File: src/knp_pkg.sv
package knp_pkg;

   localparam int ROW_BYTES  = 32;
   localparam int ROW_ADDR_W = (ROW_BYTES > 1) ? $clog2(ROW_BYTES) : 1;

   localparam int DIV_W      = 16;
   localparam int DIVISOR_W  = 8;

   localparam int CSR_INDEX_W = 3;
   localparam int CSR_DATA_W  = 8;

   localparam logic [1:0] REQ_SAMPLE    = 2'd0;
   localparam logic [1:0] REQ_ROW_WRITE = 2'd1;
   localparam logic [1:0] REQ_END_LINE  = 2'd2;

   localparam logic [CSR_INDEX_W-1:0] REG_ROW_WIDTH    = 3'd0;
   localparam logic [CSR_INDEX_W-1:0] REG_SCALE_X      = 3'd1;
   localparam logic [CSR_INDEX_W-1:0] REG_SCALE_Y      = 3'd2;
   localparam logic [CSR_INDEX_W-1:0] REG_REPEAT_COUNT = 3'd3;
   localparam logic [CSR_INDEX_W-1:0] REG_MIRROR_ON    = 3'd4;
   localparam logic [CSR_INDEX_W-1:0] REG_INVERT_ON    = 3'd5;

   typedef struct packed {
      logic [7:0] row_width;
      logic [4:0] scale_x;
      logic [4:0] scale_y;
      logic [7:0] repeat_count;
      logic       mirror_on;
      logic       invert_on;
   } cfg_type;

   typedef struct packed {
      logic                 start;
      logic [DIV_W-1:0]     dividend;
      logic [DIVISOR_W-1:0] divisor;
   } div_req_type;

   typedef struct packed {
      logic                 done;
      logic [DIV_W-1:0]     quotient;
      logic [DIVISOR_W-1:0] remainder;
   } div_rsp_type;

endpackage

File: src/knp_ram.sv
module knp_ram #(
   parameter int WIDTH = 8,
   parameter int DEPTH = 32
) (
   input  logic                                       clock,
   input  logic                                       wr_en,
   input  logic [((DEPTH > 1) ? $clog2(DEPTH) : 1)-1:0] wr_addr,
   input  logic [WIDTH-1:0]                           wr_data,
   input  logic                                       rd_en,
   input  logic [((DEPTH > 1) ? $clog2(DEPTH) : 1)-1:0] rd_addr,
   output logic [WIDTH-1:0]                           rd_data
);

   logic [WIDTH-1:0] mem_ff [DEPTH];
   logic [WIDTH-1:0] rd_data_ff;

   always_ff @(posedge clock) begin
      if (wr_en) begin
         mem_ff[wr_addr] <= wr_data;
      end
      if (rd_en) begin
         rd_data_ff <= mem_ff[rd_addr];
      end
   end

   assign rd_data = rd_data_ff;

endmodule

File: src/knp_divider.sv
module knp_divider
   import knp_pkg::*;
(
   input  logic        clock,
   input  logic        reset,
   input  div_req_type div_req,
   output div_rsp_type div_rsp
);

   localparam int CNT_W = (DIV_W > 1) ? $clog2(DIV_W) : 1;
   localparam logic [CNT_W-1:0] LAST_STEP = CNT_W'(DIV_W - 1);

   logic                 busy_ff, busy_in;
   logic                 done_ff, done_in;
   logic [CNT_W-1:0]     count_ff, count_in;
   logic [DIV_W-1:0]     quo_ff, quo_in;
   logic [DIVISOR_W-1:0] rem_ff, rem_in;
   logic [DIVISOR_W-1:0] dvs_ff, dvs_in;

   logic [DIVISOR_W:0]   trial;
   logic                 fits;

   always_comb begin
      trial    = {rem_ff, quo_ff[DIV_W-1]};
      fits     = trial >= {1'b0, dvs_ff};
      busy_in  = busy_ff;
      done_in  = 1'b0;
      count_in = count_ff;
      quo_in   = quo_ff;
      rem_in   = rem_ff;
      dvs_in   = dvs_ff;
      if (div_req.start) begin
         busy_in  = 1'b1;
         count_in = '0;
         quo_in   = div_req.dividend;
         rem_in   = '0;
         dvs_in   = div_req.divisor;
      end else if (busy_ff) begin
         // restoring step, one quotient bit per cycle
         quo_in   = {quo_ff[DIV_W-2:0], fits};
         rem_in   = fits ? DIVISOR_W'(trial - {1'b0, dvs_ff}) : trial[DIVISOR_W-1:0];
         count_in = count_ff + 1'b1;
         if (count_ff == LAST_STEP) begin
            busy_in = 1'b0;
            done_in = 1'b1;
         end
      end
   end

   always_ff @(posedge clock) begin
      if (reset) begin
         busy_ff  <= 1'b0;
         done_ff  <= 1'b0;
         count_ff <= '0;
      end else begin
         busy_ff  <= busy_in;
         done_ff  <= done_in;
         count_ff <= count_in;
      end
      quo_ff <= quo_in;
      rem_ff <= rem_in;
      dvs_ff <= dvs_in;
   end

   assign div_rsp.done      = done_ff;
   assign div_rsp.quotient  = quo_ff;
   assign div_rsp.remainder = rem_ff;

endmodule

File: src/knp_cfg.sv
module knp_cfg
   import knp_pkg::*;
(
   input  logic                   clock,
   input  logic                   reset,
   input  logic                   wr_en,
   input  logic [CSR_INDEX_W-1:0] wr_index,
   input  logic [CSR_DATA_W-1:0]  wr_data,
   output cfg_type                cfg
);

   cfg_type cfg_ff, cfg_in;

   always_comb begin
      cfg_in = cfg_ff;
      if (wr_en) begin
         unique case (wr_index)
            REG_ROW_WIDTH:    cfg_in.row_width    = wr_data[7:0];
            REG_SCALE_X:      cfg_in.scale_x      = wr_data[4:0];
            REG_SCALE_Y:      cfg_in.scale_y      = wr_data[4:0];
            REG_REPEAT_COUNT: cfg_in.repeat_count = wr_data[7:0];
            REG_MIRROR_ON:    cfg_in.mirror_on    = wr_data[0];
            REG_INVERT_ON:    cfg_in.invert_on    = wr_data[0];
            default:          cfg_in = cfg_ff;
         endcase
      end
   end

   always_ff @(posedge clock) begin
      if (reset) begin
         cfg_ff.row_width    <= 8'd0;
         cfg_ff.scale_x      <= 5'd1;
         cfg_ff.scale_y      <= 5'd1;
         cfg_ff.repeat_count <= 8'd1;
         cfg_ff.mirror_on    <= 1'b0;
         cfg_ff.invert_on    <= 1'b0;
      end else begin
         cfg_ff <= cfg_in;
      end
   end

   assign cfg = cfg_ff;

endmodule

File: src/knitting_needle_pattern_selector.sv
// Channel  Dir  Handshake              Carries
// req      in   req_tvalid/tready      carriage sample, row byte write, end of line
// rsp      out  rsp_tvalid/tready      edge/select/needle position, row load request
// csr      in   csr_valid/csr_ready    register index and write data
//
// One item at a time; the input is not ready again until the item is through. An edge
// sample on a needle inside the pattern runs two passes of the shared bit-serial divider,
// two limit multiplies, a range check and a row store read; an edge sample outside it runs
// the multiplies and the range check; end of line with a pattern runs one divider pass.
// Synchronous reset clears the state, needle and line counters, output valid and the row store valid bits.
// A result waits in the output register; the next finished item holds the input until it drains.
module knitting_needle_pattern_selector
   import knp_pkg::*;
(
   input  logic                   clock,
   input  logic                   reset,
   input  logic                   req_tvalid,
   output logic                   req_tready,
   input  logic [15:0]            req_tdata,   // travel_right, clock_pulse, needle_one_mark,
                                               // byte_index[4:0], byte_value[7:0]
   input  logic [1:0]             req_tuser,   // req_type[1:0]
   output logic                   rsp_tvalid,
   input  logic                   rsp_tready,
   output logic [39:0]            rsp_tdata,   // needle_select, needle_position[15:0],
                                               // pattern_row[15:0], zero pad
   output logic [1:0]             rsp_tuser,   // edge_seen, row_load_needed
   input  logic                   csr_valid,
   output logic                   csr_ready,
   input  logic [CSR_INDEX_W-1:0] csr_index,
   input  logic [CSR_DATA_W-1:0]  csr_data
);

   typedef enum logic [3:0] {
      S_IDLE,
      S_LINE_DIV,
      S_MUL_A,
      S_MUL_B,
      S_RANGE,
      S_DIV_SCALE,
      S_DIV_WRAP,
      S_READ,
      S_SELECT,
      S_FINISH
   } state_type;

   cfg_type     cfg;
   div_req_type div_req;
   div_rsp_type div_rsp;

   logic                  req_accept;
   logic                  in_right, in_clock, in_mark;
   logic [4:0]            in_index;
   logic [7:0]            in_value;

   state_type             state_ff, state_in;
   logic                  last_clock_ff, last_clock_in;
   logic                  dir_right_ff, dir_right_in;
   logic                  seen_ff, seen_in;
   logic [15:0]           needle_ff, needle_in;
   logic [15:0]           line_ff, line_in;
   logic [ROW_BYTES-1:0]  valid_ff, valid_in;
   logic [12:0]           prod_ff, prod_in;
   logic [20:0]           limit_ff, limit_in;
   logic [7:0]            stitch_ff, stitch_in;
   logic                  res_edge_ff, res_edge_in;
   logic                  res_sel_ff, res_sel_in;
   logic                  res_load_ff, res_load_in;
   logic [15:0]           res_row_ff, res_row_in;
   logic                  rsp_valid_ff, rsp_valid_in;
   logic                  rsp_edge_ff, rsp_edge_in;
   logic                  rsp_sel_ff, rsp_sel_in;
   logic                  rsp_load_ff, rsp_load_in;
   logic [15:0]           rsp_pos_ff, rsp_pos_in;
   logic [15:0]           rsp_row_ff, rsp_row_in;

   logic                  ram_wr_en, ram_rd_en;
   logic [ROW_ADDR_W-1:0] ram_rd_addr;
   logic [7:0]            ram_rd_data;
   logic [4:0]            stitch_byte;
   logic                  byte_ok;
   logic [15:0]           step_needle;
   logic [4:0]            eff_scale_y;

   assign req_accept  = req_tvalid && req_tready;
   assign req_tready  = state_ff == S_IDLE;
   assign csr_ready   = 1'b1;

   assign in_right    = req_tdata[0];
   assign in_clock    = req_tdata[1];
   assign in_mark     = req_tdata[2];
   assign in_index    = req_tdata[7:3];
   assign in_value    = req_tdata[15:8];

   assign stitch_byte = stitch_ff[7:3];
   assign ram_rd_addr = stitch_byte[ROW_ADDR_W-1:0];
   assign byte_ok     = ({1'b0, stitch_byte} < 6'(ROW_BYTES)) && valid_ff[ram_rd_addr];
   assign eff_scale_y = (cfg.scale_y == 5'd0) ? 5'd1 : cfg.scale_y;
   assign step_needle = in_right ? needle_ff + 16'd1 : needle_ff - 16'd1;

   assign ram_wr_en   = req_accept && req_tuser == REQ_ROW_WRITE
                        && ({1'b0, in_index} < 6'(ROW_BYTES));
   assign ram_rd_en   = state_ff == S_READ;

   knp_cfg u_cfg (
      .clock    (clock),
      .reset    (reset),
      .wr_en    (csr_valid && csr_ready),
      .wr_index (csr_index),
      .wr_data  (csr_data),
      .cfg      (cfg)
   );

   knp_divider u_divider (
      .clock   (clock),
      .reset   (reset),
      .div_req (div_req),
      .div_rsp (div_rsp)
   );

   knp_ram #(
      .WIDTH (8),
      .DEPTH (ROW_BYTES)
   ) u_row_store (
      .clock   (clock),
      .wr_en   (ram_wr_en),
      .wr_addr (in_index[ROW_ADDR_W-1:0]),
      .wr_data (in_value),
      .rd_en   (ram_rd_en),
      .rd_addr (ram_rd_addr),
      .rd_data (ram_rd_data)
   );

   always_comb begin
      state_in      = state_ff;
      last_clock_in = last_clock_ff;
      dir_right_in  = dir_right_ff;
      seen_in       = seen_ff;
      needle_in     = needle_ff;
      line_in       = line_ff;
      valid_in      = valid_ff;
      prod_in       = prod_ff;
      limit_in      = limit_ff;
      stitch_in     = stitch_ff;
      res_edge_in   = res_edge_ff;
      res_sel_in    = res_sel_ff;
      res_load_in   = res_load_ff;
      res_row_in    = res_row_ff;
      rsp_valid_in  = rsp_valid_ff && !rsp_tready;
      rsp_edge_in   = rsp_edge_ff;
      rsp_sel_in    = rsp_sel_ff;
      rsp_load_in   = rsp_load_ff;
      rsp_pos_in    = rsp_pos_ff;
      rsp_row_in    = rsp_row_ff;
      div_req.start    = 1'b0;
      div_req.dividend = needle_ff;
      div_req.divisor  = {3'd0, cfg.scale_x};

      unique case (state_ff)
         S_IDLE: begin
            if (req_accept) begin
               res_edge_in = 1'b0;
               res_sel_in  = 1'b0;
               res_load_in = 1'b0;
               res_row_in  = '0;
               state_in    = S_FINISH;
               case (req_tuser)
                  REQ_SAMPLE: begin
                     last_clock_in = in_clock;
                     if (in_clock && !last_clock_ff) begin
                        if (in_right != dir_right_ff) begin
                           seen_in = 1'b0;
                        end else begin
                           needle_in = step_needle;
                        end
                        dir_right_in = in_right;
                        if (in_mark && !seen_in) begin
                           seen_in   = 1'b1;
                           needle_in = '0;
                        end
                        res_edge_in = 1'b1;
                        state_in    = S_MUL_A;
                     end
                  end
                  REQ_ROW_WRITE: begin
                     if (ram_wr_en) begin
                        valid_in[in_index[ROW_ADDR_W-1:0]] = 1'b1;
                     end
                  end
                  REQ_END_LINE: begin
                     if (cfg.row_width != 8'd0) begin
                        line_in          = line_ff + 16'd1;
                        div_req.start    = 1'b1;
                        div_req.dividend = line_ff + 16'd1;
                        div_req.divisor  = {3'd0, eff_scale_y};
                        state_in         = S_LINE_DIV;
                     end
                  end
                  default: ;
               endcase
            end
         end
         S_LINE_DIV: begin
            if (div_rsp.done) begin
               res_load_in = div_rsp.remainder == '0;
               res_row_in  = (div_rsp.remainder == '0) ? div_rsp.quotient : '0;
               state_in    = S_FINISH;
            end
         end
         S_MUL_A: begin
            prod_in  = 13'({5'd0, cfg.row_width} * {8'd0, cfg.scale_x});
            state_in = S_MUL_B;
         end
         S_MUL_B: begin
            limit_in = 21'({8'd0, prod_ff} * {13'd0, cfg.repeat_count});
            state_in = S_RANGE;
         end
         S_RANGE: begin
            // negative, past the pattern span, or no pattern: select reads 1
            if (cfg.row_width == 8'd0 || needle_ff[15] || {5'd0, needle_ff} >= limit_ff) begin
               res_sel_in = 1'b1;
               state_in   = S_FINISH;
            end else begin
               div_req.start = 1'b1;
               state_in      = S_DIV_SCALE;
            end
         end
         S_DIV_SCALE: begin
            if (div_rsp.done) begin
               div_req.start    = 1'b1;
               div_req.dividend = div_rsp.quotient;
               div_req.divisor  = cfg.row_width;
               state_in         = S_DIV_WRAP;
            end
         end
         S_DIV_WRAP: begin
            if (div_rsp.done) begin
               stitch_in = cfg.mirror_on ? cfg.row_width - 8'd1 - div_rsp.remainder
                                         : div_rsp.remainder;
               state_in  = S_READ;
            end
         end
         S_READ: begin
            state_in = S_SELECT;
         end
         S_SELECT: begin
            res_sel_in = (byte_ok && ram_rd_data[stitch_ff[2:0]]) ^ cfg.invert_on;
            state_in   = S_FINISH;
         end
         S_FINISH: begin
            if (!rsp_valid_ff || rsp_tready) begin
               rsp_valid_in = 1'b1;
               rsp_edge_in  = res_edge_ff;
               rsp_sel_in   = res_sel_ff;
               rsp_load_in  = res_load_ff;
               rsp_pos_in   = needle_ff;
               rsp_row_in   = res_row_ff;
               state_in     = S_IDLE;
            end
         end
         default: state_in = S_IDLE;
      endcase
   end

   always_ff @(posedge clock) begin
      if (reset) begin
         state_ff      <= S_IDLE;
         last_clock_ff <= 1'b0;
         dir_right_ff  <= 1'b0;
         seen_ff       <= 1'b0;
         needle_ff     <= '0;
         line_ff       <= '0;
         valid_ff      <= '0;
         rsp_valid_ff  <= 1'b0;
      end else begin
         state_ff      <= state_in;
         last_clock_ff <= last_clock_in;
         dir_right_ff  <= dir_right_in;
         seen_ff       <= seen_in;
         needle_ff     <= needle_in;
         line_ff       <= line_in;
         valid_ff      <= valid_in;
         rsp_valid_ff  <= rsp_valid_in;
      end
      prod_ff     <= prod_in;
      limit_ff    <= limit_in;
      stitch_ff   <= stitch_in;
      res_edge_ff <= res_edge_in;
      res_sel_ff  <= res_sel_in;
      res_load_ff <= res_load_in;
      res_row_ff  <= res_row_in;
      rsp_edge_ff <= rsp_edge_in;
      rsp_sel_ff  <= rsp_sel_in;
      rsp_load_ff <= rsp_load_in;
      rsp_pos_ff  <= rsp_pos_in;
      rsp_row_ff  <= rsp_row_in;
   end

   assign rsp_tvalid = rsp_valid_ff;
   assign rsp_tdata  = {7'd0, rsp_row_ff, rsp_pos_ff, rsp_sel_ff};
   assign rsp_tuser  = {rsp_load_ff, rsp_edge_ff};

`ifndef SYNTHESIS
   a_one_item: assert property (@(posedge clock) disable iff (reset)
      req_accept |=> !req_tready)
      else $error("item accepted while another is in work");

   a_flags_exclusive: assert property (@(posedge clock) disable iff (reset)
      rsp_tvalid |-> !(rsp_tuser[0] && rsp_tuser[1]))
      else $error("edge and row load flagged in one item");

   a_select_needs_edge: assert property (@(posedge clock) disable iff (reset)
      (rsp_tvalid && !rsp_tuser[0]) |-> !rsp_tdata[0])
      else $error("needle select without a rising edge");

   a_div_owner: assert property (@(posedge clock) disable iff (reset)
      div_rsp.done |-> (state_ff == S_LINE_DIV || state_ff == S_DIV_SCALE
                        || state_ff == S_DIV_WRAP))
      else $error("divider result with no waiting state");
`endif

endmodule
File: config.mk
export PLATFORM = sky130hd
export DESIGN_NAME = knitting_needle_pattern_selector
export DESIGN_NICKNAME = d
export VERILOG_FILES = /design/src/knp_pkg.sv /design/src/knp_ram.sv /design/src/knp_divider.sv /design/src/knp_cfg.sv /design/src/knitting_needle_pattern_selector.sv
export SDC_FILE = /design/constraint.sdc
export NUM_CORES = 1
export LEC_CHECK = 0
export BUFFER_PORTS_ARGS = -buffer_cell sky130_fd_sc_hd__buf_2
export CAP_MARGIN = 20
export CORE_UTILIZATION = 65
export DETAILED_ROUTE_END_ITERATION = 7
export PLACE_DENSITY = 0.91
export SLEW_MARGIN = 20
export SYNTH_ARGS = -nofsm -noshare
export SYNTH_HDL_FRONTEND = slang
export SYNTH_SLANG_ARGS = --single-unit
File: constraint.sdc
create_clock -name clock -period 7.6 [get_ports clock]
set_input_delay 0 -clock clock [delete_from_list [all_inputs] [get_ports clock]]
set_output_delay 0 -clock clock [all_outputs]
set_load 0.05 [all_outputs]
# Word-level counts from Yosys, hierarchy flattened

Memories as Yosys holds them, arrays and structs flattened. A register that Yosys moved wholly into a read port is not among the register bits.
Index checks and enable logic that the tools add are counted.
Widths: inputs -> output; s select.

Bitwise gates (word level): 3
$lt $le $gt $ge: 6
Multiplexer cells: 55
Reductions and logical operators: 44
$mul: 2
Equality and inequality tests: 26
Add/subtract/negate cells: 7

Operator list:

| cell                  | count |
|---|---|
| $mux 16               | 8 |
| $mux 25               | 4 |
| $pmux 24 s2           | 1 |
| $pmux 4 s10           | 1 |
| $add 16x1->16 const B | 2 |
| $mux 4                | 8 |
| $or 32x32->32         | 1 |
| $pmux 16 s2           | 1 |
| $mux 1                | 22 |
| $ge 16x21->1          | 1 |
| $mul 13x8->21         | 1 |
| $reduce_and 2->1      | 10 |
| $eq 4x3->1 const B    | 4 |
| $logic_not 8->1       | 2 |
| $mux 8                | 2 |
| $sub 16x1->16 const B | 1 |
| $sub 8x8->8           | 2 |
| $mul 8x5->13          | 1 |
| $eq 4x4->1 const B    | 3 |
| $lt 5x6->1 const B    | 2 |
| $reduce_and 4->1      | 3 |
| $ne 2x1->1 const B    | 5 |
| $reduce_and 5->1      | 2 |
| $ge 9x8->1            | 1 |
| other kinds (36)      | 55 |

Output and inout bits: 45
Input bits: 34
Word-level logic and storage cells: 176
Register bits after elaboration: 234
Memories kept: 1
Memory bits (writable): 256

Memory list:

| memory             | depth | bits a word | rd ports | clocked after Yosys merged registers in | wr ports | line          | text |
|---|---|---|---|---|---|---|---|
| u_row_store.mem_ff | 32    | 8           | 1        | 1                                       | 1        | knp_ram.sv:14 | `logic [WIDTH-1:0] mem_ff [DEPTH];` |

# Logic depth before layout (Yosys ltp)

Gate-level depths: netlist of run 1.

Word-level depth: 10
Gate-level depth with buffers: 18

# By module

From an unflattened synthesis of run 1, not the netlist that was laid out.

Cells, all modules: 1,999
Area total of the unflattened synthesis: 25,996.2 um^2

Modules (own cells, without submodules):

| module                           | times used | area each (um^2) | cells each |
|---|---|---|---|
| knitting_needle_pattern_selector | 1          | 12,709.7         | 1,297 |
| knp_ram                          | 1          | 10,133.5         | 417 |
| knp_divider                      | 1          | 1,978.1          | 177 |
| knp_cfg                          | 1          | 1,174.9          | 108 |

# Worst setup path before layout of run 1

No wires, ideal clock.

Kind: reg-to-reg
Start: register u_cfg.cfg_ff (netlist bit u_cfg.cfg[9])
End: register limit_ff[19], data pin
Arrival: 4.306 ns
Stages on the path, launching flop included: 18
Setup time: 0.264 ns
Required time: 7.336 ns
Path buffers: 1
Path slack: 3.030 ns
Cells stage by stage: dfxtp_1 -> clkbuf_1 -> nand2_1 -> fa_1 -> fa_1 -> inv_1 -> fa_1 -> inv_1 -> fa_1 -> inv_1 -> ha_1 -> o21a_1 -> o31ai_1 -> a21oi_1 -> o2111ai_1 -> nand3_1 -> a221oi_1 -> xnor2_1

Cells in the longest elaborated chain, start to end: 1

Ends and longest elaborated chain:

| element                | line                                    | text |
|---|---|---|
| start, declared        | knp_cfg.sv:12                           | `cfg_type cfg_ff, cfg_in;` |
| start signal, assigned | knp_cfg.sv:38                           | `cfg_ff <= cfg_in;` |
| $mul 13x8->21          | knitting_needle_pattern_selector.sv:214 | `limit_in = 21'({8'd0, prod_ff} * {13'd0, cfg.repeat_count});` |
| end signal, assigned   | knitting_needle_pattern_selector.sv:285 | `limit_ff <= limit_in;` |
| end, declared          | knitting_needle_pattern_selector.sv:63  | `logic [20:0] limit_ff, limit_in;` |

No other way between the ends.
A chain may end at the register's enable or synchronous reset.

# Worst setup path after layout of run 1

Start: register u_cfg.cfg_ff (netlist bit u_cfg.cfg[9])
End: register limit_ff[17], data pin

Same word-level chain as after synthesis.

==> results of run 1 <==
-- cell usage in the layout, fill, tap and decap left out, types with 35 or more instances in the layout --
master         synthesis  final
buf_2                 19     70
xnor2_1               35     35
nor2_1               162    162
dfxtp_1              114    114
mux4_2                80     80
inv_1                157    157
edfxtp_1             384    384
fa_1                  87     87
a21oi_1               80     80
dlygate4sd3_1          0     38
o21ai_0               45     45
ha_1                 109    109
clkbuf_16              0     49
and2_1               115    115
nand2_1              155    155
-- metrics by stage --
step | util [%] | cell area (µm²) | total power [mW] | worst slack (ns)
final | 73.1 | 28300 | 6.09 | 2.68
after global placement | 67.9 | 26300 | 3.57 | 2.80
after floorplan | - | 25600 | 3.46 | 3.03
after detailed placement | 67.9 | 26300 | 3.61 | 2.70
after global routing | 73.1 | 28300 | 6.23 | 2.35
after CTS | 73.0 | 28300 | 6.07 | 2.69
-- worst min-delay path by stage --
stage | to | startpoint | slack, ns
floorplan | u_row_store.mem_ff[0][0] | req_tdata[8] | 0.1
global placement | u_cfg.cfg[27] | csr_data[7] | 0.26
detailed placement | u_cfg.cfg[25] | csr_data[5] | 0.27
CTS | state_ff[0] | req_tuser[0] | 0.06
global route | state_ff[0] | req_tuser[0] | 0.1
finish | state_ff[0] | req_tuser[0] | 0.08
-- logic make-up after synthesis --
group	synth area share, %
DFF	54.0
muxes	9.47
adders and majority gates	12.1
AOI/OAI and AO/OA	7.32
and+or+nand+nor	10.7
xor gates and xnor gates	2.36
buffers and inverters	4.00
other	0.0293
-- timing repair --
item | in CTS | in global routing
hold buffers | 38 | 0
hold endpoints to repair | 281 | 0
endpoints found under the setup margin | 0 | 0
setup buffers | 0 | 0
-- worst min-delay path: stages --
cell	delay (ns)
buf_2	0.12
nor4b_2	0.10
nand3_1	0.10
a21oi_1	0.07
a311oi_1	0.23
-- cell type report --
| type | instances | area share, % |
|---|---|---|
| Clock buffer | 75 | 4.99 |
| Timing Repair Buffer | 120 | 2.93 |
| Inverter | 157 | 2.08 |
| Multi-Input combinational cell | 1248 | 38.2 |
| Tap cell | 518 | 2.29 |
| Sequential cell | 498 | 48.8 |
| Clock inverter | 14 | 0.747 |
| Antenna cell | 1 | 0.00884 |
-- flip-flops by register name (all words and copies together) (netlist names), 4 cells and up --
signal               cells
line_ff                 16
rsp_pos_ff              16
u_cfg.cfg               28
u_divider.quo_ff        16
stitch_ff                8
prod_ff                 13
valid_ff                32
u_divider.count_ff       4
state_ff                 4
u_row_store.rd_data      8
u_divider.rem_ff         8
res_row_ff              16
needle_ff               16
u_row_store.mem_ff     256
u_divider.dvs_ff         8
rsp_row_ff              16
limit_ff                21
-- report_power, final --
part | internal [mW] | leakage (nW) | switching, mW | total (mW)
Clock | 1.42 | 0.788 | 1.05 | 2.47
Combinational | 0.185 | 5.80 | 0.364 | 0.549
Sequential | 3.00 | 4.40 | 0.0649 | 3.06
Total | 4.61 | 11.0 | 1.48 | 6.09
-- per-layer routing --
layer  share of wire, %  global-route usage, %
met5                  0                      0
met4                4.7                   13.4
met3                 11                   7.73
met2                 47                   49.2
met1                 38                   41.5
==> results.toml, run 1 <==
[run_status]
run_status = "finished, final reports clean"

[yosys]
syn_inst = 1985
ys_seq_area_share_pct = 54.0
post-synth-top-count-cell = "edfxtp_1"
synth_area_per_cell_um2 = 12.9
yosysTopAreaCell = "edfxtp_1"
ys_top_cells_by_count = "edfxtp_1, nor2_1, inv_1, nand2_1, and2_1"
synth-main-ff-cell = "edfxtp_1"
synth-warning-count = 0
synth.area.top_cells = "edfxtp_1, dfxtp_1, mux4_2"
synth-edff-count = 384
synth_top_area_share_pct = 45.1
async_flop_share_pct = 0
yosysUniqueCellTypes = 74
synth_area_mm2 = 0.0256
ys_seq_elements = 498

[setup_path]
crit_cells = 16
regToRegEndpoint = "limit_ff[17]"
r2r-start = "u_cfg.cfg[9]"
cp-endpoint = "limit_ff[17]"
crit_slowest_cell = "dfxtp_1"
path_cells = "nand2_1 > fa_1 > fa_1 > inv_1 > fa_1 > inv_1 > fa_1 > inv_1 > ha_1 > o21a_1 > o31ai_1 > a21oi_1 > o2111ai_1 > a21oi_1 > nor4b_1 > a211oi_1"
crit_buf_inv = 3
crit_family = "adder cells"
end_kind = "register"
required_ns = 7.92
startpoint_type = "register"
worstPathArrival_ns = 5.24
cpPeakStageDelay_ns = 0.58
reg2reg_slack_ns = 2.68
crit_start = "u_cfg.cfg[9]"
crit_type = "register to register"
crit_path_max_fanout = 14
crit_top_cell = "fa_1"
reg2reg_depth = 16

[global_routing]
grt_pass1_wl_mm = 96.1
track_usage_pct = 31.2
antenna_found_initial = 1
grt_pass1_vias = 17100
grt_start_max_net_pins = 99
grt-ovfl-total = 0

[finish]
drive_above_1_share_pct = 13.3
area_growth_syn_to_layout_pct = 10.6
ff_latch_area_mm2 = 0.0138
nNetsFinal = 2303
fin_cells = 2631
fillCellCount = 2364
multi_input_area_mm2 = 0.0108

[timing]
final_max_slew_viol_count = 0
hold_slack_ns = 0.0839
max_freq_mhz = 203
grt_setup_unrepaired = "no"
setup-tns-final_ns = 0
tightest_slew_ns = 1.17
slew-limit-headroom_pct = 21.3
post-route-period-util_pct = 64.7
fin_skew_ns = 0.0370
setup_viol_count_final = 0
hold_viol = 0
fin_crit_ns = 4.92

[power_and_ir_drop]
p_per_area_mw_per_mm2 = 215
p_leak_nw = 11.0
vdd_drop_max_uv = 174

[routing]
viasPerCell = 6.40
wl_per_cell_um = 23.3
first_iter_violations = 2074
dr.pass1.iters = 6
drc = 0
antenna_left = 0
wirelength_mm = 61.3
vias = 16800

[clock_tree]
cts_tree = "built"
cts.clk_slew.worst_paths_ns = 0.06
clk_latency_ns = 0.62
post_cts_resized = 0
cts_root_buf = "clkbuf_16"
cts_buffers = 48
cts_buffer_depth = 3
h-tree-depth = 2
clock_sink_count = 498

[place]
hpwlAfterDp_mm = 38.7
port_buffers = 70
place_congestion = 0.926
dp.cells = 2502

[min_path]
hold_path_depth = 5
hp-class = "primary input to register"

[floorplan]
io_pins = 79
start_util_pct = 66.1
die_w_um = 200
die-area_mm2 = 0.0402
core_mm2 = 0.0387
die_y_um = 200
fp-row-count = 72

[flow_run]
maxCapViolations = 0
Note: power is estimated with default switching activity, not from simulation.
==> run 2, diff against run 1 <==
--- a/config.mk
+++ b/config.mk
@@ -5,11 +5,12 @@
 export SDC_FILE = /design/constraint.sdc
 export NUM_CORES = 1
 export LEC_CHECK = 0
+export ABC_AREA = 1
 export BUFFER_PORTS_ARGS = -buffer_cell sky130_fd_sc_hd__buf_2
 export CAP_MARGIN = 20
-export CORE_UTILIZATION = 65
+export CORE_UTILIZATION = 57
 export DETAILED_ROUTE_END_ITERATION = 7
-export PLACE_DENSITY = 0.91
+export PLACE_DENSITY = 0.85
 export SLEW_MARGIN = 20
 export SYNTH_ARGS = -nofsm -noshare
 export SYNTH_HDL_FRONTEND = slang
==> constraint.sdc (replaced) <==
create_clock -name clock -period 4 [get_ports clock]
set_input_delay 0 -clock clock [delete_from_list [all_inputs] [get_ports clock]]
set_output_delay 0 -clock clock [all_outputs]
set_load 0.05 [all_outputs]
==> results.toml, run 2 <==
[clock_tree]
h-tree-depth = 2
clk_latency_ns = 0.62
cts_root_buf = "clkbuf_16"
clock_sink_count = 498
cts.clk_slew.worst_paths_ns = 0.06
cts_tree = "built"
cts_buffers = 49
cts_buffer_depth = 3

[setup_path]
required_ns = 4.43
end_kind = "register"
reg2reg_slack_ns = -0.35
crit_path_max_fanout = 4
worstPathArrival_ns = 4.78
crit_type = "register to register"
regToRegEndpoint = "limit_ff[20]"
reg2reg_depth = 18
cp-endpoint = "limit_ff[20]"
crit_start = "prod_ff[6]"
startpoint_type = "register"
r2r-start = "prod_ff[6]"

[floorplan]
die_y_um = 217
die-area_mm2 = 0.0470
start_util_pct = 57.8
die_w_um = 217
fp-row-count = 78
io_pins = 79
core_mm2 = 0.0455

[timing]
fin_skew_ns = 0.0348
slew-limit-headroom_pct = 26.8
grt_setup_unrepaired = "yes"
final_max_slew_viol_count = 0
setup_viol_count_final = 11
tightest_slew_ns = 1.10
setup-tns-final_ns = -2.75
fin_crit_ns = 4.35
max_freq_mhz = 230
post-route-period-util_pct = 109
hold_viol = 0
fin_ws_ns = -0.346

[routing]
vias = 20700
wirelength_mm = 67.3
viasPerCell = 5.83
drc = 0
antenna_left = 0
wl_per_cell_um = 18.9
dr.pass1.iters = 6
first_iter_violations = 2301

[yosys]
synth_area_mm2 = 0.0263
async_flop_share_pct = 0
ys_seq_elements = 498
yosysTopAreaCell = "edfxtp_1"
syn_inst = 2773
synth-main-ff-cell = "edfxtp_1"
synth-edff-count = 384
ys_top_cells_by_count = "nand2_1, nor2_1, edfxtp_1, inv_1, o21ai_0"
synth_top_area_share_pct = 43.8
ys_seq_area_share_pct = 52.5
yosysUniqueCellTypes = 52
synth_area_per_cell_um2 = 9.49
post-synth-top-count-cell = "nand2_1"
synth.area.top_cells = "edfxtp_1, dfxtp_1, nand2_1"
synth-warning-count = 0

[finish]
layout_commonest_cell = "nand2_1"
nNetsFinal = 3146
regMostFlops = "u_row_store.mem_ff"
area_growth_syn_to_layout_pct = 14.4
largest_reg_flops = 256
drive_above_1_share_pct = 12.5
final_cell_mix = "nand2_1, edfxtp_1, nor2_1, inv_1, o21ai_0"

[place]
port_buffers = 70
place_congestion = 0.907
hpwlAfterDp_mm = 43.2

[power_and_ir_drop]
total_power_mw = 12.4
p_per_area_mw_per_mm2 = 411
sequentialPowerShare_pct = 48.1
power.share.switching_pct = 26.7
p_leak_nw = 12.9
internal_power_mw = 9.06
power_frac_comb_pct = 13.8
clkPwrFrac_pct = 38.1
switchingPower_mw = 3.30
vdd_drop_max_uv = 329

[global_routing]
track_usage_pct = 28.2
antenna_found_initial = 0
grt_start_max_net_pins = 151
grt_pass1_vias = 20600
grt-ovfl-total = 0
grt_pass1_wl_mm = 105

[min_path]
hp-class = "primary input to register"

[run_status]
violations = "setup timing"
run_status = "complete, but fails checks"

[flow_run]
maxCapViolations = 0
-- run 2: cell types whose count changed in the layout (fill, tap and decap cells not counted), moves of 84 or more --
cell	previous run	this run
and2_1	115	1
nand2_1	155	456
inv_1	157	359
nor2_1	162	383
o21ai_0	45	216
nand3_1	34	118
-- run 2: cell type report --
type	count	area [µm²]
tap	600	751
clock inverter	24	322
antenna	1	2.50
fill	3188	15400
multi-input combinational	1761	10800
inverter	393	1480
sequential	498	13800
timing repair buffer	213	1600
clock buffer	66	1320
-- run 2: worst min path at each step --
stage / cells after the start / end / start / slack (ns)
6_report: 4 / res_edge_ff / req_tuser[1] / 0.07
5_1_grt: 4 / u_row_store.mem_ff[0][0] / req_tdata[3] / 0.08
4_1_cts: 4 / res_edge_ff / req_tuser[1] / 0.03
3_5_place_dp: 3 / u_cfg.cfg[9] / csr_data[7] / 0.31
3_3_place_gp: 3 / last_clock_ff / req_tdata[1] / 0.29
2_1_floorplan: 0 / u_row_store.mem_ff[0][0] / req_tdata[8] / 0.1
-- run 2: routing by layer --
layer / routed length, µm / up-vias / track usage [%] / part of all wire (%)
met4: 2660 / 0 / 12.1 / 4.0
met2: 34100 / 1198 / 49.7 / 51
met5: 0 / - / 0 / 0
met3: 5820 / 213 / 4.12 / 8.6
li1: - / 9461 / - / -
met1: 24800 / 9852 / 34.6 / 37
-- run 2: through the flow --
stage	std cells	cell area [µm²]	worst slack (ns)	util (%)	hold slack, ns
after global placement	3407	27600	-0.185	60.8	0.288
after global routing	3555	30100	-0.500	66.2	0.0844
after floorplan	2779	26500	-0.0118	-	0.0989
after detailed placement	3407	27600	-0.264	60.8	0.308
final	3556	30100	-0.346	66.2	0.0736
after CTS	3544	29900	-0.209	65.7	0.0298
-- run 2: what timing repair did --
| action | in CTS | in global routing |
|---|---|---|
| hold buffers | 34 | 0 |
| setup buffers | 13 | 11 |
| setup endpoints to repair | 13 | 16 |
| gates cloned | 0 | 0 |
| gates resized for setup | 44 | 55 |
| pin swaps | 33 | 61 |
| hold endpoints to repair | 308 | 0 |
-- run 2: critical path: stages, from the launching register on --
cell and delay (ns):
edfxtp_1 0.43, buf_4 0.16, buf_4 0.12, nand2_2 0.05, inv_1 0.05, fa_1 0.54
fa_2 0.44, fa_1 0.53, inv_1 0.05, fa_1 0.49, inv_2 0.05, ha_4 0.28
buf_4 0.14, nand2_1 0.10, nor2_2 0.12, and2_4 0.16, nand4_1 0.12, nand3_2 0.12
xor2_1 0.21
-- run 2: power by group through the flow --
stage | sequential (mW) | combinational, mW | clock [mW]
global route | 5.96 | 1.85 | 4.92
detailed placement | 6.05 | 1.53 | 0
global placement | 6.04 | 1.47 | 0
floorplan | 6.11 | 1.00 | 0
CTS | 5.94 | 1.61 | 4.73
finish | 5.95 | 1.70 | 4.72
-- run 2: cells by family after synthesis --
family	Yosys count	share of synthesized area (%)
compound gates	459	9.97
xor+xnor	40	1.33
fa+ha+maj	196	11.8
buf+inv	520	7.80
flops	498	52.5
mux	1	0.0381
other cells	2	0.0285
simple gates	1057	16.5
==> run 3, diff against run 2 <==
--- a/config.mk
+++ b/config.mk
@@ -8,7 +8,9 @@
 export ABC_AREA = 1
 export BUFFER_PORTS_ARGS = -buffer_cell sky130_fd_sc_hd__buf_2
 export CAP_MARGIN = 20
-export CORE_UTILIZATION = 57
+export CELL_PAD_IN_SITES_DETAIL_PLACEMENT = 2
+export CELL_PAD_IN_SITES_GLOBAL_PLACEMENT = 2
+export CORE_UTILIZATION = 37
 export DETAILED_ROUTE_END_ITERATION = 7
 export PLACE_DENSITY = 0.85
 export SLEW_MARGIN = 20
==> results.toml, run 3 (same netlist as run 2, synthesis figures left out) <==
[run_status]
run_status = "complete, but fails checks"
violations = "setup timing"

[finish]
layout_commonest_cell = "nand2_1"
regMostFlops = "u_row_store.mem_ff"
ff_latch_area_mm2 = 0.0138
design_area_mm2 = 0.0311
fillCellCount = 7412
final_cell_mix = "nand2_1, edfxtp_1, nor2_1, inv_1, o21ai_0"
largest_reg_flops = 256
multi_input_area_mm2 = 0.0110
drive_above_1_share_pct = 14.6
antenna_cells = 0
area_growth_syn_to_layout_pct = 18.3
nNetsFinal = 3183

[clock_tree]
clock_sink_count = 498
h-tree-depth = 2
clk_latency_ns = 0.65
cts_buffer_depth = 3
cts_buffers = 54
cts.clk_slew.worst_paths_ns = 0.08
cts_root_buf = "clkbuf_16"
cts_tree = "built"

[flow_run]
maxCapViolations = 0

[timing]
hold_viol = 0
setup-tns-final_ns = -10.04
post-route-period-util_pct = 120
setup_viol_count_final = 16
fin_crit_ns = 4.79
final_max_slew_viol_count = 0
fin_ws_ns = -0.793
grt_setup_unrepaired = "yes"
hold_slack_ns = 0.0732
max_freq_mhz = 209
tightest_slew_ns = 1.13
fin_skew_ns = 0.0474
slew-limit-headroom_pct = 24.4

[place]
place_congestion = 0.891
port_buffers = 70
place_area_mm2 = 0.0282
hpwlAfterDp_mm = 67.3

[global_routing]
grt_pass1_wl_mm = 164
grt_pass1_vias = 25400
track_usage_pct = 30.5
grt-ovfl-total = 0
grt_start_max_net_pins = 151
antenna_found_initial = 2

[floorplan]
die_w_um = 269
io_pins = 79
die_y_um = 269
start_util_pct = 37.5
core_mm2 = 0.0701
fp-row-count = 97
die-area_mm2 = 0.0722

[power_and_ir_drop]
p_per_area_mw_per_mm2 = 428
vdd_drop_max_uv = 324
p_leak_nw = 13.2
total_power_mw = 13.3

[setup_path]
crit_top_cell = "fa_1"
path_cells = "nand2_1 > fa_1 > fa_2 > inv_2 > fa_1 > inv_1 > fa_1 > inv_2 > ha_4 > nand2_4 > nor2_4 > nand3_2 > o211ai_1 > buf_4 > a21oi_2 > xor2_1"
crit_cells = 16
required_ns = 4.38
crit_family = "adder cells"
reg2reg_slack_ns = -0.79
crit_type = "register to register"
worstPathArrival_ns = 5.17
startpoint_type = "register"
cpPeakStageDelay_ns = 0.68
crit_slowest_cell = "fa_2"
crit_path_max_fanout = 9
reg2reg_depth = 16
end_kind = "register"
crit_buf_inv = 4

[routing]
vias = 22700
wirelength_mm = 117
viasPerCell = 5.76
wl_per_cell_um = 29.7
antenna_left = 0
dr.pass1.iters = 6
drc = 0
first_iter_violations = 1550

[min_path]
hold_path_depth = 4
hp-class = "primary input to register"
[run 3: what timing repair did]
item	CTS	global route
setup endpoints to repair	15	18
buffers inserted	21	15
pin swaps	44	33
gates cloned	0	0
hold buffers	34	0
resized for setup	67	64
hold endpoints to repair	283	0
[run 3: power breakdown]
group	switching [mW]	internal, mW	total [mW]
Combinational	1.49	0.653	2.14
Sequential	0.157	5.82	5.98
Clock	2.34	2.86	5.20
Total	3.99	9.33	13.3
[run 3: final timing paths]
check / from / to
worst max-delay path: u_cfg.cfg[7] / limit_ff[19]
worst min-delay path: req_tdata[3] / u_row_store.mem_ff[0][3]
worst max register to register: u_cfg.cfg[7] / limit_ff[19]
worst min register to register: res_row_ff[1] / rsp_row_ff[1]
[run 3: per-stage QoR]
stage	worst slack [ns]	cells	util [%]
after CTS	-0.344	3925	43.8
final	-0.793	3939	44.4
after global placement	-0.247	3768	40.3
after global routing	-0.787	3939	44.4
after detailed placement	-0.497	3768	40.3
after floorplan	-0.0118	2779	-
[run 3: layer usage]
layer,share of wire (%),track usage (%)
met3,4.9,4.43
met4,7.0,16.1
met1,37,33.8
met5,0.026,0
met2,52,56.1
[run 3: area by class of cell]
class                      count  share of cell area [%]
clock buffer                  78                    4.86
clock inverter                24                   0.832
inverter                     393                    4.76
multi-input combinational   1761                    35.3
sequential                   498                    44.4
tap                          940                    3.78
timing repair buffer         245                    6.02
[run 3: worst min-delay path: cells and delay by family]
| kind | cells | cell delay (ns) |
|---|---|---|
| simple gates | 2 | 0.14 |
| buf+inv | 2 | 0.34 |
